--- src/rtl/lcs_pkg.sv ---
// ---------------------------------------------------------------------------
// lcs_pkg
// Shared constants, types and the brightness-to-hold-time table for the
// LED cube layer scanner.
// ---------------------------------------------------------------------------
package lcs_pkg;

  localparam int LAYERS      = 4;
  localparam int ROW_LEDS    = 4;
  localparam int ROWS        = 4;
  localparam int HOLD_MAX_US = 2500;
  localparam int HOLD_MIN_US = 500;
  localparam int LEVEL_MIN   = 10;
  localparam int LEVEL_MAX   = 255;

  localparam int OP_W    = 3;
  localparam int COORD_W = 2;
  localparam int WORD_W  = 16;
  localparam int LEVEL_W = 8;
  localparam int COUNT_W = 12;
  localparam int DRIVE_W = 4;
  localparam int POS_W   = 5;
  localparam int SCAN_W  = (LAYERS > 1) ? $clog2(LAYERS) : 1;
  localparam int LEVELS  = 2 ** LEVEL_W;

  typedef logic [COUNT_W-1:0] lcs_hold_t;
  typedef lcs_hold_t lcs_hold_tab_t [LEVELS];

  localparam lcs_hold_t COUNT_MAX = '1;

  typedef enum logic [OP_W-1:0] {
    OP_TICK   = 3'd0,
    OP_SET    = 3'd1,
    OP_CLEAR  = 3'd2,
    OP_TOGGLE = 3'd3,
    OP_WRITE  = 3'd4,
    OP_FILL   = 3'd5,
    OP_WIPE   = 3'd6,
    OP_READ   = 3'd7
  } lcs_op_t;

  typedef enum logic {
    ST_EMPTY,
    ST_FULL
  } lcs_state_t;

  typedef struct packed {
    logic load_item;
    logic write_cfg;
  } lcs_cmd_t;

  typedef struct packed {
    logic [DRIVE_W-1:0] layer_drive;
    logic [WORD_W-1:0]  column_word;
    logic               layer_switched;
    logic               scan_complete;
    logic               voxel_bit;
    logic [WORD_W-1:0]  layer_word;
  } lcs_result_t;

  // hold time for every raw register value, clamping folded in
  function automatic lcs_hold_tab_t build_hold_table();
    lcs_hold_tab_t tab;
    int            lvl;
    for (int i = 0; i < LEVELS; i++) begin
      lvl = (i < LEVEL_MIN) ? LEVEL_MIN : ((i > LEVEL_MAX) ? LEVEL_MAX : i);
      if (LEVEL_MAX <= LEVEL_MIN) begin
        tab[i] = COUNT_W'(HOLD_MAX_US);
      end else begin
        tab[i] = COUNT_W'(HOLD_MIN_US + (lvl - LEVEL_MIN) * (HOLD_MAX_US - HOLD_MIN_US)
                          / (LEVEL_MAX - LEVEL_MIN));
      end
    end
    return tab;
  endfunction

  localparam lcs_hold_tab_t HOLD_TABLE = build_hold_table();
  localparam lcs_hold_t     HOLD_RESET = HOLD_TABLE[LEVEL_MAX];

endpackage

--- src/rtl/lcs_if.sv ---
// ---------------------------------------------------------------------------
// lcs_if
// Valid/ready channel interfaces for items, results and the brightness
// register write.
// ---------------------------------------------------------------------------
interface lcs_in_if;
  logic                        valid;
  logic                        ready;
  logic [lcs_pkg::OP_W-1:0]    op;
  logic [lcs_pkg::COORD_W-1:0] x_pos;
  logic [lcs_pkg::COORD_W-1:0] y_pos;
  logic [lcs_pkg::COORD_W-1:0] layer_sel;
  logic [lcs_pkg::WORD_W-1:0]  pattern;

  modport source (output valid, op, x_pos, y_pos, layer_sel, pattern, input ready);
  modport sink (input valid, op, x_pos, y_pos, layer_sel, pattern, output ready);
endinterface

interface lcs_out_if;
  logic                        valid;
  logic                        ready;
  logic [lcs_pkg::DRIVE_W-1:0] layer_drive;
  logic [lcs_pkg::WORD_W-1:0]  column_word;
  logic                        layer_switched;
  logic                        scan_complete;
  logic                        voxel_bit;
  logic [lcs_pkg::WORD_W-1:0]  layer_word;

  modport source (output valid, layer_drive, column_word, layer_switched, scan_complete,
                  voxel_bit, layer_word, input ready);
  modport sink (input valid, layer_drive, column_word, layer_switched, scan_complete,
                voxel_bit, layer_word, output ready);
endinterface

interface lcs_cfg_if;
  logic                        valid;
  logic                        ready;
  logic [lcs_pkg::LEVEL_W-1:0] brightness_level;

  modport source (output valid, brightness_level, input ready);
  modport sink (input valid, brightness_level, output ready);
endinterface

--- src/rtl/led_cube_layer_scanner_unit.sv ---
// ---------------------------------------------------------------------------
// led_cube_layer_scanner_unit
// Frame store and time-multiplexed layer scan for a 4x4x4 LED cube.
// ---------------------------------------------------------------------------
// Each transaction on the input channel is either a store edit or read, or
// one microsecond tick, and yields exactly one result transaction. Every
// item is worked combinationally into a result register, so one item per
// clock is taken while the consumer keeps up; the result register is the
// only stage, and the next item is taken in the same cycle the held result
// leaves. The brightness register maps to a layer hold time through a
// 256-entry constant table at write time; writes are always taken.
module led_cube_layer_scanner_unit (
  input  logic  clk,
  input  logic  rst_n,
  lcs_in_if.sink     in_ch,
  lcs_out_if.source  out_ch,
  lcs_cfg_if.sink    cfg_ch
);

  lcs_pkg::lcs_cmd_t    cmd;
  lcs_pkg::lcs_result_t result;

  lcs_ctrl u_ctrl (
    .clk       (clk),
    .rst_n     (rst_n),
    .in_valid  (in_ch.valid),
    .in_ready  (in_ch.ready),
    .out_valid (out_ch.valid),
    .out_ready (out_ch.ready),
    .cfg_valid (cfg_ch.valid),
    .cfg_ready (cfg_ch.ready),
    .cmd       (cmd)
  );

  lcs_datapath u_datapath (
    .clk       (clk),
    .rst_n     (rst_n),
    .cmd       (cmd),
    .op        (in_ch.op),
    .x_pos     (in_ch.x_pos),
    .y_pos     (in_ch.y_pos),
    .layer_sel (in_ch.layer_sel),
    .pattern   (in_ch.pattern),
    .cfg_level (cfg_ch.brightness_level),
    .result    (result)
  );

  assign out_ch.layer_drive    = result.layer_drive;
  assign out_ch.column_word    = result.column_word;
  assign out_ch.layer_switched = result.layer_switched;
  assign out_ch.scan_complete  = result.scan_complete;
  assign out_ch.voxel_bit      = result.voxel_bit;
  assign out_ch.layer_word     = result.layer_word;

endmodule

--- src/rtl/lcs_ctrl.sv ---
// ---------------------------------------------------------------------------
// lcs_ctrl
// Handshake controller: tracks whether the result register holds an
// undelivered result and issues load commands to the datapath.
// ---------------------------------------------------------------------------
module lcs_ctrl (
  input  logic              clk,
  input  logic              rst_n,
  input  logic              in_valid,
  output logic              in_ready,
  output logic              out_valid,
  input  logic              out_ready,
  input  logic              cfg_valid,
  output logic              cfg_ready,
  output lcs_pkg::lcs_cmd_t cmd
);

  lcs_pkg::lcs_state_t state_r;
  lcs_pkg::lcs_state_t state_nxt;
  logic                load;

  always_ff @(posedge clk) begin
    if (!rst_n) begin
      state_r <= lcs_pkg::ST_EMPTY;
    end else begin
      state_r <= state_nxt;
    end
  end

  always_comb begin
    state_nxt = state_r;
    unique case (state_r)
      lcs_pkg::ST_EMPTY: begin
        if (in_valid) begin
          state_nxt = lcs_pkg::ST_FULL;
        end
      end
      lcs_pkg::ST_FULL: begin
        // a new transaction can replace the one being taken
        if (out_ready && !in_valid) begin
          state_nxt = lcs_pkg::ST_EMPTY;
        end
      end
      default: state_nxt = lcs_pkg::ST_EMPTY;
    endcase
  end

  always_comb begin
    in_ready  = 1'b0;
    out_valid = 1'b0;
    unique case (state_r)
      lcs_pkg::ST_EMPTY: begin
        in_ready = 1'b1;
      end
      lcs_pkg::ST_FULL: begin
        in_ready  = out_ready;
        out_valid = 1'b1;
      end
      default: begin
        in_ready  = 1'b0;
        out_valid = 1'b0;
      end
    endcase
  end

  assign load          = in_valid && in_ready;
  assign cfg_ready     = 1'b1;
  assign cmd.load_item = load;
  assign cmd.write_cfg = cfg_valid;

endmodule

--- src/rtl/lcs_datapath.sv ---
// ---------------------------------------------------------------------------
// lcs_datapath
// Frame store, scan counter and layer drive, hold-time register and the
// result register.
// ---------------------------------------------------------------------------
module lcs_datapath (
  input  logic                        clk,
  input  logic                        rst_n,
  input  lcs_pkg::lcs_cmd_t           cmd,
  input  logic [lcs_pkg::OP_W-1:0]    op,
  input  logic [lcs_pkg::COORD_W-1:0] x_pos,
  input  logic [lcs_pkg::COORD_W-1:0] y_pos,
  input  logic [lcs_pkg::COORD_W-1:0] layer_sel,
  input  logic [lcs_pkg::WORD_W-1:0]  pattern,
  input  logic [lcs_pkg::LEVEL_W-1:0] cfg_level,
  output lcs_pkg::lcs_result_t        result
);

  logic [lcs_pkg::WORD_W-1:0]  store_r   [lcs_pkg::LAYERS];
  logic [lcs_pkg::WORD_W-1:0]  store_nxt [lcs_pkg::LAYERS];
  logic [lcs_pkg::SCAN_W-1:0]  scan_r;
  logic [lcs_pkg::SCAN_W-1:0]  scan_nxt;
  lcs_pkg::lcs_hold_t          count_r;
  lcs_pkg::lcs_hold_t          count_nxt;
  lcs_pkg::lcs_hold_t          count_inc;
  lcs_pkg::lcs_hold_t          hold_r;
  logic [lcs_pkg::WORD_W-1:0]  latch_r;
  logic [lcs_pkg::WORD_W-1:0]  latch_nxt;
  logic [lcs_pkg::DRIVE_W-1:0] drive_r;
  logic [lcs_pkg::DRIVE_W-1:0] drive_nxt;
  lcs_pkg::lcs_result_t        result_r;
  lcs_pkg::lcs_result_t        result_nxt;

  lcs_pkg::lcs_op_t            op_code;
  logic                        is_tick;
  logic                        layer_ok;
  logic                        vox_ok;
  logic [lcs_pkg::POS_W-1:0]   pos;
  logic [lcs_pkg::SCAN_W-1:0]  rd_idx;
  logic [lcs_pkg::WORD_W-1:0]  rd_word;
  logic [lcs_pkg::WORD_W-1:0]  mask;
  logic [lcs_pkg::WORD_W-1:0]  word_new;
  logic [lcs_pkg::WORD_W-1:0]  word_out;
  logic                        step;

  assign op_code  = lcs_pkg::lcs_op_t'(op);
  assign is_tick  = (op_code == lcs_pkg::OP_TICK);
  assign pos      = lcs_pkg::POS_W'(int'(y_pos) * lcs_pkg::ROW_LEDS + int'(x_pos));
  assign layer_ok = int'(layer_sel) < lcs_pkg::LAYERS;
  assign vox_ok   = layer_ok && (int'(x_pos) < lcs_pkg::ROW_LEDS)
                    && (int'(y_pos) < lcs_pkg::ROWS) && (int'(pos) < lcs_pkg::WORD_W);

  // ticks read the layer being scanned, edits the addressed layer
  assign rd_idx  = is_tick ? scan_r : lcs_pkg::SCAN_W'(layer_sel);
  assign rd_word = store_r[rd_idx];
  assign mask    = vox_ok ? (lcs_pkg::WORD_W'(1) << pos[$clog2(lcs_pkg::WORD_W)-1:0]) : '0;

  assign count_inc = (count_r == lcs_pkg::COUNT_MAX) ? count_r : count_r + 1'b1;
  assign step      = is_tick && (count_inc >= hold_r);

  always_comb begin
    store_nxt = store_r;
    scan_nxt  = scan_r;
    count_nxt = count_r;
    latch_nxt = latch_r;
    drive_nxt = drive_r;
    word_new  = rd_word;
    word_out  = '0;

    case (op_code)
      lcs_pkg::OP_SET:    word_new = rd_word | mask;
      lcs_pkg::OP_CLEAR:  word_new = rd_word & ~mask;
      lcs_pkg::OP_TOGGLE: word_new = rd_word ^ mask;
      lcs_pkg::OP_WRITE:  word_new = pattern;
      lcs_pkg::OP_FILL:   word_new = '1;
      lcs_pkg::OP_WIPE:   word_new = '0;
      default:            word_new = rd_word;
    endcase

    if (is_tick) begin
      count_nxt = count_inc;
      if (step) begin
        count_nxt = '0;
        latch_nxt = rd_word;
        for (int i = 0; i < lcs_pkg::DRIVE_W; i++) begin
          drive_nxt[i] = !(int'(scan_r) == i);
        end
        scan_nxt = (int'(scan_r) == lcs_pkg::LAYERS - 1) ? '0 : scan_r + 1'b1;
      end
    end else begin
      case (op_code)
        lcs_pkg::OP_FILL, lcs_pkg::OP_WIPE: begin
          for (int i = 0; i < lcs_pkg::LAYERS; i++) begin
            store_nxt[i] = word_new;
          end
        end
        default: begin
          if (layer_ok) begin
            store_nxt[rd_idx] = word_new;
          end
        end
      endcase
      word_out = layer_ok ? word_new : '0;
    end

    result_nxt.layer_drive    = drive_nxt;
    result_nxt.column_word    = latch_nxt;
    result_nxt.layer_switched = step;
    result_nxt.scan_complete  = step && (scan_nxt == '0);
    result_nxt.voxel_bit      = vox_ok && !is_tick
                                && word_out[pos[$clog2(lcs_pkg::WORD_W)-1:0]];
    result_nxt.layer_word     = word_out;
  end

  always_ff @(posedge clk) begin
    if (!rst_n) begin
      for (int i = 0; i < lcs_pkg::LAYERS; i++) begin
        store_r[i] <= '0;
      end
      scan_r  <= '0;
      count_r <= '0;
      latch_r <= '0;
      drive_r <= '1;
      hold_r  <= lcs_pkg::HOLD_RESET;
    end else begin
      if (cmd.load_item) begin
        store_r <= store_nxt;
        scan_r  <= scan_nxt;
        count_r <= count_nxt;
        latch_r <= latch_nxt;
        drive_r <= drive_nxt;
      end
      if (cmd.write_cfg) begin
        hold_r <= lcs_pkg::HOLD_TABLE[cfg_level];
      end
    end
  end

  always_ff @(posedge clk) begin
    if (cmd.load_item) begin
      result_r <= result_nxt;
    end
  end

  assign result = result_r;

endmodule

--- src/flat_wrapper.sv ---
// flat-port wrapper written by rule: the top's interface ports become plain ports
module led_cube_layer_scanner_unit_flat 
  (clk, rst_n, in_ch_valid, in_ch_op, in_ch_x_pos, in_ch_y_pos, in_ch_layer_sel, in_ch_pattern, in_ch_ready, out_ch_valid, out_ch_layer_drive, out_ch_column_word, out_ch_layer_switched, out_ch_scan_complete, out_ch_voxel_bit, out_ch_layer_word, out_ch_ready, cfg_ch_valid, cfg_ch_brightness_level, cfg_ch_ready);
  lcs_in_if in_ch_i ();
  lcs_out_if out_ch_i ();
  lcs_cfg_if cfg_ch_i ();
  input  logic clk;
  input  logic rst_n;
  input wire logic [$bits(in_ch_i.valid)-1:0] in_ch_valid;
  input wire logic [$bits(in_ch_i.op)-1:0] in_ch_op;
  input wire logic [$bits(in_ch_i.x_pos)-1:0] in_ch_x_pos;
  input wire logic [$bits(in_ch_i.y_pos)-1:0] in_ch_y_pos;
  input wire logic [$bits(in_ch_i.layer_sel)-1:0] in_ch_layer_sel;
  input wire logic [$bits(in_ch_i.pattern)-1:0] in_ch_pattern;
  output wire logic [$bits(in_ch_i.ready)-1:0] in_ch_ready;
  output wire logic [$bits(out_ch_i.valid)-1:0] out_ch_valid;
  output wire logic [$bits(out_ch_i.layer_drive)-1:0] out_ch_layer_drive;
  output wire logic [$bits(out_ch_i.column_word)-1:0] out_ch_column_word;
  output wire logic [$bits(out_ch_i.layer_switched)-1:0] out_ch_layer_switched;
  output wire logic [$bits(out_ch_i.scan_complete)-1:0] out_ch_scan_complete;
  output wire logic [$bits(out_ch_i.voxel_bit)-1:0] out_ch_voxel_bit;
  output wire logic [$bits(out_ch_i.layer_word)-1:0] out_ch_layer_word;
  input wire logic [$bits(out_ch_i.ready)-1:0] out_ch_ready;
  input wire logic [$bits(cfg_ch_i.valid)-1:0] cfg_ch_valid;
  input wire logic [$bits(cfg_ch_i.brightness_level)-1:0] cfg_ch_brightness_level;
  output wire logic [$bits(cfg_ch_i.ready)-1:0] cfg_ch_ready;
  assign in_ch_i.valid = in_ch_valid;
  assign in_ch_i.op = in_ch_op;
  assign in_ch_i.x_pos = in_ch_x_pos;
  assign in_ch_i.y_pos = in_ch_y_pos;
  assign in_ch_i.layer_sel = in_ch_layer_sel;
  assign in_ch_i.pattern = in_ch_pattern;
  assign in_ch_ready = in_ch_i.ready;
  assign out_ch_valid = out_ch_i.valid;
  assign out_ch_layer_drive = out_ch_i.layer_drive;
  assign out_ch_column_word = out_ch_i.column_word;
  assign out_ch_layer_switched = out_ch_i.layer_switched;
  assign out_ch_scan_complete = out_ch_i.scan_complete;
  assign out_ch_voxel_bit = out_ch_i.voxel_bit;
  assign out_ch_layer_word = out_ch_i.layer_word;
  assign out_ch_i.ready = out_ch_ready;
  assign cfg_ch_i.valid = cfg_ch_valid;
  assign cfg_ch_i.brightness_level = cfg_ch_brightness_level;
  assign cfg_ch_ready = cfg_ch_i.ready;
  led_cube_layer_scanner_unit u_core (.clk(clk), .rst_n(rst_n), .in_ch(in_ch_i), .out_ch(out_ch_i), .cfg_ch(cfg_ch_i));
endmodule
--- config.mk ---
export PLATFORM = sky130hd
export DESIGN_NAME = led_cube_layer_scanner_unit_flat
export DESIGN_NICKNAME = d
export VERILOG_FILES = /design/src/rtl/lcs_pkg.sv /design/src/rtl/lcs_if.sv /design/src/rtl/led_cube_layer_scanner_unit.sv /design/src/rtl/lcs_ctrl.sv /design/src/rtl/lcs_datapath.sv /design/src/flat_wrapper.sv
export SDC_FILE = /design/constraint.sdc
export NUM_CORES = 1
export LEC_CHECK = 0
export BUFFER_PORTS_ARGS = -buffer_cell sky130_fd_sc_hd__buf_2
export CORE_ASPECT_RATIO = 1.2
export CORE_MARGIN = 5
export CORE_UTILIZATION = 55
export DETAILED_ROUTE_END_ITERATION = 8
export GPL_TIMING_DRIVEN = 0
export PLACE_DENSITY = 0.72
export REMOVE_ABC_BUFFERS = 1
export SLEW_MARGIN = 20
export SYNTH_ARGS = -nofsm -noshare
export SYNTH_HDL_FRONTEND = slang
export SYNTH_SLANG_ARGS = --single-unit
--- constraint.sdc ---
create_clock -name clk -period 5.8 [get_ports clk]
set_input_delay 1.45 -clock clk [delete_from_list [all_inputs] [get_ports clk]]
set_output_delay 1.45 -clock clk [all_outputs]
set_load 0.03 [all_outputs]
==> metrics.txt, run 1 <==
area grow syn2layout=11.4%; #FFs+latches synth=150; Cells after Synth=1163; CTS Buffer Depth=2; Simple-Gate Fraction of Synth Area=19.0%; switching pwr=0.000829 W; Starting Density=55.9%; CP Capture Type=flop; Netlist cell types=66; largest family of logic cells by synthesized area=simple AND/OR/NAND/NOR gates; Flop pwr share=41.4%; Crit path required time=6.07 ns; Worst-path clk slew=0.07 ns; Synth Area in Adders=8.86%; Cell Rows=54; Clock Power Share=39.2%; H-Tree Depth=4; Post-synth EDFFs=39; initial antenna violation count=0; most frequent cells in the layout=nand2_1 (121), mux2i_1 (115), dfxtp_1 (111), buf_2 (75), nor2b_1 (74); total gr overflow=0; antenna cells=0; Avg Cell Area, Syn=8.74 um^2; leakage power=4.63 nW; clk root buf=clkbuf_16; Post-Route WL=25300 um; Final ANT Viol Nets=0; Synth Area in Compound Gates=17.6%; post-layout util=62.3%; Worst Max-Slew Pin Slew=1.04 ns; setup violators final=0; First-pass DRT Iterations=5; Final nets=1291; dpl cell area=10700 um^2; setup TNS=0 ns; TritonCTS clock tree=done; Period minus WS final=5.46 ns; clk_skew=0.0138 ns; PwrDens=243 nW/um^2; Synth Area in XOR/XNOR=0.603%; dpl hpwl=16900 um; Initial DRC Count=672; Slew HR=30.6%; Via density=6.01; most common cell after layout, fill and taps aside=nand2_1; Warnings, synthesis=0; status=finished clean; I/O pin count=80; Comb pwr share=19.4%; chip height=159 um; Worst Path Arrival=5.73 ns; Fillers=1531; global-route wire length before repair=41000 um; # clock sinks=150; vias in the first global route=8012; CTS buffer count=17; Cell Area, Synth=10200 um^2; Max Cap Violations=0; Port Buf Inserts=78; hold_buf cts=0; largest net degree at the start of global routing=76; Tcrit/Tclk final=94.2%; Die ar.=21300 um^2; Final GP Congestion=0.890; Fmax achieved=0.183 GHz; Final Cell Area=11300 um^2; most frequently used flop master after synthesis=dfxtp_1; later-pin clock latency in the skew report=0.43 ns; Critical Path Start Type=input pin; Seq/Total Area, Yosys=33.4%; # DRC=0; Hold WC Path Type=reg -> reg; share of cells above drive strength 1=14.7%; Vias=8517; post-synthesis mux area share=14.7%; final max-slew violation count=0; Setup Crit Path Kind=in -> reg; final number of hold-violating endpoints=0; Worst Path Max Fanout=25; ys async rst share=0%; total track usage=23.5%; RSZ-0062 raised after global routing=no; Routed WL per cell=17.8 um; Pint=0.00193 W; maximum VDD drop=0.176 mV; Core ar.=18200 um^2; switching part of the total power=30.1%; Die X=134 um
==> worst paths after layout <==
check	from	to	slack [ns]	cells after the start
worst max register to register	u_core.u_datapath.count_r[3]	u_core.u_datapath.result[30]	1.50	14
worst min-delay path	u_core.u_datapath.latch_r[15]	u_core.u_datapath.latch_r[15]	0.46	2
worst min register to register	u_core.u_datapath.latch_r[15]	u_core.u_datapath.latch_r[15]	0.46	2
worst max-delay path	in_ch_op[0]	u_core.u_datapath.result[16]	0.34	14
==> synth_stat cells (3+ instances only) <==
master    instances  area share [%]
a211oi_1          9            0.66
a21boi_0         25             1.8
a21boi_1          4            0.30
a21o_1            5            0.37
a21oi_1          59             2.9
a221oi_1         19             1.6
a221oi_2         11             1.6
a22oi_1           5            0.37
a311oi_1          3            0.26
a31oi_1          10            0.62
and2_1           18             1.1
and3_1            6            0.37
buf_1            13            0.48
buf_2             6            0.30
buf_4             4            0.30
clkbuf_1         65             2.4
dfxtp_1         111              22
edfxtp_1         39              12
ha_1             72             8.9
inv_1            48             1.8
mux2_2           20             2.2
mux2i_1         116              11
mux4_2            5             1.1
nand2_1         121             4.5
nand2b_1         38             2.3
nand3_1          50             2.5
nor2_1           39             1.4
nor2b_1          74             4.6
nor3_1           20            0.98
o211ai_1         15             1.1
o21ai_0          65             3.2
o22ai_1          11            0.68
or2_2             3            0.18
or3_1             7            0.43
xnor2_1           6            0.52
==> through the flow <==
| stage | cells | setup WS, ns | hold WS, ns | power, W |
|---|---|---|---|---|
| floorplan | 1072 | -1.14 | 0.433 | 0.00150 |
| global placement | 1374 | -4.34 | 0.441 | 0.00167 |
| detailed placement | 1384 | -0.987 | 0.448 | 0.00169 |
| CTS | 1416 | 0.198 | 0.457 | 0.00276 |
| global route | 1418 | 0.0982 | 0.472 | 0.00287 |
| finish | 1418 | 0.339 | 0.455 | 0.00275 |
==> critical path, cell delays in order <==
cell and delay, ns:
buf_2 0.45, or3_4 0.52, mux2i_1 0.52, inv_2 0.38
mux2i_1 0.45, inv_1 0.12, ha_1 0.21, nor2b_1 0.13
nor3_1 0.18, a221oi_1 0.08, a221oi_2 0.49, a222oi_1 0.19
or3_1 0.33, a31oi_1 0.21
==> cells by family (layout without fill, tap and decap cells) <==
kind of cell,Yosys count,in the layout
flops,150,150
simple gates,386,386
xor+xnor,7,7
mux,141,141
buf+inv,142,173
compound gates,264,264
other cells,1,1
fa+ha+maj,72,72
==> power by group through the flow <==
stage | combinational, W | clock (W) | sequential, W
6_report | 0.000534 | 0.00108 | 0.00114
2_1_floorplan | 0.000306 | 0 | 0.00120
3_5_place_dp | 0.000525 | 0 | 0.00116
3_3_place_gp | 0.000506 | 0 | 0.00116
5_1_grt | 0.000585 | 0.00114 | 0.00114
4_1_cts | 0.000531 | 0.00109 | 0.00114
==> routing by layer <==
layer / track usage, % / wire, um
met5: 0 / 0
met3: 3.86 / 1250
met4: 9.31 / 772
met1: 28.9 / 10500
met2: 40.9 / 12700
==> sequential cells by signal (all words and copies together) (netlist names) <==
register,count
u_core.u_datapath.scan_r,2
u_core.u_datapath.count_r,12
u_core.u_datapath.drive_r,4
u_core.u_datapath.store_r,64
u_core.u_ctrl.state_r,1
u_core.u_datapath.result,39
u_core.u_datapath.hold_r,12
u_core.u_datapath.latch_r,16
==> layout make-up <==
class,count,area [um^2],area share (%)
clock inverters,14,141,1.25
repair buffers,90,587,5.18
clock buffers,18,429,3.79
well taps,224,280,2.48
multi-input cells,871,6300,55.6
flip-flops and latches,150,3390,30.0
inverters,51,191,1.69
==> what timing repair did <==
action	4_1_cts	5_1_grt
endpoints found under the setup margin	6	1
endpoints found under the hold margin	0	0
resized for setup	6	1
buffers inserted	0	2
Note: power is estimated with default switching activity, not from simulation.
==> run 2: changes to the inputs <==
- CELL_PAD_IN_SITES_DETAIL_PLACEMENT: unset -> 1
- CELL_PAD_IN_SITES_GLOBAL_PLACEMENT: unset -> 2
- CORE_UTILIZATION: 55 -> 38
- PLACE_DENSITY: 0.72 -> 0.79
==> run 2 against run 1 <==
Net effect:
- combinational power grew 4%
- clock power down 4%
- largest power group unchanged
- clock skew is 0.0051 ns lower
- fmax fell by 0.44%
- sequential power hardly changed
- critical path depth rose by 3
- final cell count is 8.0% higher
==> metrics.txt, run 2 (synthesis gave the netlist of run 1 again) <==
status=finished clean; total gr overflow=0 (unchanged); Vias=8636 (+1.4%); Worst Path Arrival=5.76 ns (+0.03 ns); Setup WS post-layout=0.315 ns (-0.0242 ns); crit-path most repeated cell=mux2i_1; Tcrit/Tclk final=94.6% (+0.42 points); Final nets=1293 (+0.15%); global-route wire length before repair=48700 um (+19%); Slew HR=24.9% (-5.6 points); Largest Register=u_core.u_datapath.store_r; final max-slew violation count=0 (unchanged); Worst-path clk slew=0.06 ns (about the same); final number of hold-violating endpoints=0 (unchanged); # clock sinks=150 (unchanged); WHS Endpoint=u_core.u_datapath.latch_r[6]; post-layout util=43.7% (-19 points); Post-Route WL=30400 um (+20%); CTS buffer count=17 (unchanged); largest net degree at the start of global routing=80 (+5.3%); Final ANT Viol Nets=0 (unchanged); # DRC=0 (unchanged); Setup Crit Path Kind=in -> reg; Die X=159 um (+19%); Worst Hold Launch=u_core.u_datapath.latch_r[6]; cell depth of the worst flop-to-flop path=15 (+1); ordered list of cells on the worst path=buf_4 -> or3_4 -> mux2i_4 -> buf_8 -> buf_8 -> buf_16 -> mux2i_1 -> mux2i_1 -> ha_1 -> mux2i_1 -> o22ai_1 -> a221oi_2 -> and2_1 -> nand2b_1 -> a222oi_1 -> or3_1 -> a31oi_1; total track usage=19.9% (-3.6 points); pre-CTS setup slack=-1.00 ns (-0.0135 ns); area grow syn2layout=13.1%; setup violators final=0 (unchanged); Worst Max-Slew Pin Slew=1.13 ns (+0.0877 ns); FF-to-FF End=u_core.u_datapath.result[20]; PwrDens=238 nW/um^2 (-2.3%); share of cells above drive strength 1=14.8% (+0.059 points); clk root buf=clkbuf_16; most common cell after layout, fill and taps aside=nand2_1; Final GP Congestion=0.814 (-8.6%); leakage power=4.63 nW (about the same); most frequent cells in the layout=nand2_1 (121), mux2i_1 (115), dfxtp_1 (111), nor2b_1 (74), buf_2 (74); worst path bufs/invs=4 (+1); Starting Density=38.6% (-17 points); max FFs per register=64 (unchanged); Fillers=3088 (+100%); Fmax achieved=0.182 GHz (-0.44%); vias in the first global route=8960 (+12%); Via density=5.64 (-6.1%); clk_skew=0.00867 ns (-0.00513 ns); Port Buf Inserts=78 (unchanged); CP Capture Type=flop; Routed WL per cell=19.8 um (+11%); Die ar.=30100 um^2 (+41%); First-pass DRT Iterations=4 (-1); Hold WC Path Type=reg -> reg; Reg2Reg Setup Slack=1.30 ns (-0.20 ns); initial antenna violation count=0 (unchanged); Crit Reg-Reg Startpoint=u_core.u_datapath.count_r[3]; dpl hpwl=21000 um (+24%); antenna cells=0 (unchanged); Period minus WS final=5.49 ns (+0.0242 ns); Worst Path Max Fanout=54 (+120%); Cell Rows=65 (+20%); H-Tree Depth=4 (unchanged); I/O pin count=80 (unchanged); CP top delay family=simple AND/OR/NAND/NOR gates; Core ar.=26400 um^2 (+45%); Critical Path Start Type=input pin; Initial DRC Count=340 (-49%); RSZ-0062 raised after global routing=no; Max Cap Violations=0 (unchanged); chip height=189 um (+19%); TritonCTS clock tree=done; CTS Buffer Depth=2 (unchanged); Slowest cell on crit path=or3_4; later-pin clock latency in the skew report=0.44 ns (about the same); CP max stage delay=0.50 ns (-0.02 ns); maximum VDD drop=0.200 mV (+14%); hold path depth=2 (unchanged); Crit path required time=6.08 ns (about the same)
run 2: changes by cell type in the layout (fill, tap and decap cells not counted), sizes merged:
cell and delta:
buf +2, clkbuf +1, clkinv +4, clkinvlp +2
inv -7
run 2: area by class of cell:
class	count	area (um^2)	share of cell area (%)
multi-input combinational	871	6310	54.8
sequential	150	3390	29.5
timing repair buffer	92	648	5.63
clock buffer	19	433	3.76
tap	335	419	3.64
inverter	51	191	1.66
clock inverter	13	110	0.957
run 2: repair_timing:
action / in CTS / in global routing
gates resized for setup: 6 / 1
cloned: 0 / 0
setup buffers: 0 / 2
hold buffers: 0 / 0
setup endpoints to repair: 16 / 1
run 2: through the flow:
| stage | cells | setup TNS [ns] | total power, W | hold WS, ns | instance area, um^2 |
|---|---|---|---|---|---|
| floorplan | 1072 | -50.63 | 0.00150 | 0.433 | 9780 |
| global placement | 1485 | -415.24 | 0.00169 | 0.441 | 10600 |
| detailed placement | 1497 | -18.31 | 0.00172 | 0.455 | 10900 |
| CTS | 1529 | 0 | 0.00276 | 0.465 | 11500 |
| global route | 1531 | 0 | 0.00286 | 0.474 | 11500 |
| finish | 1531 | 0 | 0.00273 | 0.457 | 11500 |
run 2: worst max path at each step:
stage,start,to,cells after the start
CTS,in_ch_op[2],u_core.u_datapath.result[16],17
finish,in_ch_op[2],u_core.u_datapath.result[16],17
floorplan,in_ch_op[0],u_core.u_datapath.result[16],13
global placement,in_ch_op[2],u_core.u_datapath.result[16],15
detailed placement,in_ch_op[2],u_core.u_datapath.result[16],18
global route,in_ch_op[2],u_core.u_datapath.result[16],17
run 2: power by group:
group          leakage, nW  internal [W]  switching (W)
sequential            1.28       0.00112      0.0000184
combinational         3.11      0.000203       0.000350
clock                0.246      0.000585       0.000454
run 2: worst min-delay path, delay by kind of cell, from the launching register on:
| family | cells | cell delay (ns) |
|---|---|---|
| AO/OA/AOI/OAI | 1 | 0.06 |
| flip-flops | 1 | 0.31 |
| AND/OR/NAND/NOR | 1 | 0.05 |
run 2: per-layer routing:
layer | part of all wire, % | vias up | global-route usage [%]
met3 | 2.6 | 41 | 2.72
li1 | - | 4185 | -
met2 | 52 | 130 | 36.6
met5 | 0 | - | 0
met4 | 2.1 | 0 | 6.60
met1 | 44 | 4280 | 23.9
==> run 3: changes to the inputs <==
- CORE_UTILIZATION: 38 -> 39
- CTS_BUF_LIST: unset -> sky130_fd_sc_hd__clkbuf_4 sky130_fd_sc_hd__clkbuf_8
- PLACE_DENSITY: 0.79 -> 0.81
==> run 3 against run 2 <==
Net effect:
- sequential power is essentially flat
- die area shrank 2.4%
- final area decreased by 1.5%
- register-to-register slack better by 0.12 ns
- critical path depth down 1
- largest cell class unchanged
- highest routed layer unchanged
==> metrics.txt, run 3 (synthesis gave the netlist of run 1 again) <==
setup violators final=0 (unchanged); total gr overflow=0 (unchanged); dpl hpwl=20600 um (-1.8%); leakage power=4.58 nW (-1.1%); Period minus WS final=5.41 ns (-0.0733 ns); Largest Register=u_core.u_datapath.store_r; PwrDens=222 nW/um^2 (-6.6%); CP top delay family=simple AND/OR/NAND/NOR gates; CTS buffer count=17 (unchanged); Reg2Reg Setup Slack=1.42 ns (+0.12 ns); CP Capture Type=flop; largest net degree at the start of global routing=79 (-1.3%); WHS Endpoint=u_core.u_datapath.latch_r[2]; Worst Hold Launch=u_core.u_datapath.latch_r[2]; Crit Reg-Reg Startpoint=u_core.u_datapath.count_r[3]; ordered list of cells on the worst path=buf_2 -> or3_4 -> mux2i_4 -> buf_16 -> buf_16 -> mux2i_1 -> mux2i_1 -> ha_1 -> mux2i_1 -> o22ai_1 -> a221oi_2 -> and2_1 -> nand2b_1 -> a222oi_1 -> or3_1 -> a31oi_1; Tcrit/Tclk final=93.3% (-1.3 points); Max Cap Violations=0 (unchanged); maximum VDD drop=0.147 mV (-27%); Final ANT Viol Nets=0 (unchanged); Starting Density=39.7% (+1.1 points); final number of hold-violating endpoints=0 (unchanged); Slowest cell on crit path=or3_4; initial antenna violation count=0 (unchanged); antenna cells=0 (unchanged); Setup Crit Path Kind=in -> reg; # DRC=0 (unchanged); Vias=8584 (-0.60%); dpl cell area=10900 um^2 (about the same); Hold WC Path Type=reg -> reg; cell depth of the worst flop-to-flop path=17 (+2); max FFs per register=64 (unchanged); Crit path required time=6.11 ns (+0.03 ns); critical path depth in cells=16 (-1); Final GP Congestion=0.805 (-1.1%); CP max stage delay=0.51 ns (about the same); chip height=187 um (-1.2%); I/O pin count=80 (unchanged); RSZ-0062 raised after global routing=no; Core ar.=25600 um^2 (-2.8%); H-Tree Depth=4 (unchanged); most frequent cells in the layout=nand2_1 (121), mux2i_1 (114), dfxtp_1 (111), buf_2 (75), nor2b_1 (74); clk_skew=0.0168 ns (+0.00817 ns); Via density=5.63 (-0.21%); global-route wire length before repair=47700 um (-2.1%); total power=0.00252 W (-8.0%); Worst Path Max Fanout=25 (-54%); Initial DRC Count=557 (+64%); area grow syn2layout=11.4%; Port Buf Inserts=78 (unchanged); status=finished clean; Routed WL per cell=19.6 um (-1.2%); Final Cell Area=11300 um^2 (-1.5%); Cell Rows=64 (-1.5%); worst path bufs/invs=3 (-1); CTS Buffer Depth=2 (unchanged); TritonCTS clock tree=done; vias in the first global route=8817 (-1.6%); Slew HR=23.5% (-1.4 points); Worst-path clk slew=0.08 ns (+0.02 ns); total track usage=20.2% (+0.30 points); FF-to-FF End=u_core.u_datapath.result[24]; later-pin clock latency in the skew report=0.48 ns (+0.04 ns); Die ar.=29400 um^2 (-2.4%); Fmax achieved=0.185 GHz (+1.4%); Final nets=1292 (-0.077%); share of cells above drive strength 1=14.9% (+0.096 points); Worst Path Arrival=5.72 ns (-0.04 ns); hold path depth=2 (unchanged); crit-path most repeated cell=mux2i_1; most common cell after layout, fill and taps aside=nand2_1; Die X=157 um (-1.2%); fin cells=1525 (-0.39%); clk root buf=clkbuf_8; Min Hold Slack=0.459 ns (+0.00260 ns); # clock sinks=150 (unchanged); Post-Route WL=29900 um (-1.6%); cell count after placement=1492 (-0.33%); final max-slew violation count=0 (unchanged); Worst Max-Slew Pin Slew=1.15 ns (+0.0205 ns); Critical Path Start Type=input pin; First-pass DRT Iterations=5 (+1)
==> run 3: how the worst max path moves through the flow <==
stage	startpoint	end	slack, ns
after floorplan	in_ch_op[0]	u_core.u_datapath.result[16]	-1.14
after detailed placement	in_ch_op[2]	u_core.u_datapath.result[16]	-0.85
final	in_ch_op[0]	u_core.u_datapath.result[16]	0.39
after CTS	in_ch_op[0]	u_core.u_datapath.result[16]	0.13
after global routing	in_ch_op[0]	u_core.u_datapath.result[16]	0.12
after global placement	in_ch_op[2]	u_core.u_datapath.result[16]	-4.29
==> run 3: power by group <==
group	switching (W)	internal, W
Sequential	0.0000177	0.00112
Clock	0.000434	0.000391
Combinational	0.000349	0.000202
Total	0.000801	0.00171
==> run 3: worst reg2reg max path: cells and delay by family (launching register included) <==
family / cells / cell delay (ns)
simple gates: 8 / 1.94
mux: 1 / 0.36
compound gates: 5 / 0.79
buf+inv: 1 / 0.22
flops: 1 / 0.42
xor+xnor: 1 / 0.09
fa+ha+maj: 1 / 0.32
==> run 3: final cells by class <==
cell class                 instances  area [um^2]
inverter                          51          191
clock buffer                      18          241
clock inverter                    14          148
multi-input combinational        871         6300
fill                            3035        14300
timing repair buffer              91          647
sequential                       150         3390
tap                              330          413
==> run 3: what timing repair did <==
| action | in CTS | in global routing |
|---|---|---|
| resized for setup | 3 | 2 |
| hold buffers | 0 | 0 |
| setup endpoints to repair | 1 | 1 |
| pin swaps | 0 | 0 |
| setup buffers | 0 | 1 |
| hold endpoints to repair | 0 | 0 |
==> run 3: metal layers <==
metal | track usage [%] | wire [um] | share of wire, % | vias to the layer above
met5 | 0 | 0 | 0 | -
met4 | 5.86 | 546 | 1.8 | 0
met1 | 25.7 | 13300 | 44 | 4238
met3 | 2.50 | 926 | 3.1 | 36
met2 | 35.7 | 15100 | 51 | 143
li1 | - | - | - | 4167
==> run 3: through the flow <==
stage	setup WS, ns	util (%)	setup TNS [ns]
floorplan	-1.14	-	-50.63
global placement	-4.29	41.3	-404.86
detailed placement	-0.848	42.6	-13.68
CTS	0.131	44.1	0
global route	0.120	44.2	0
finish	0.388	44.2	0
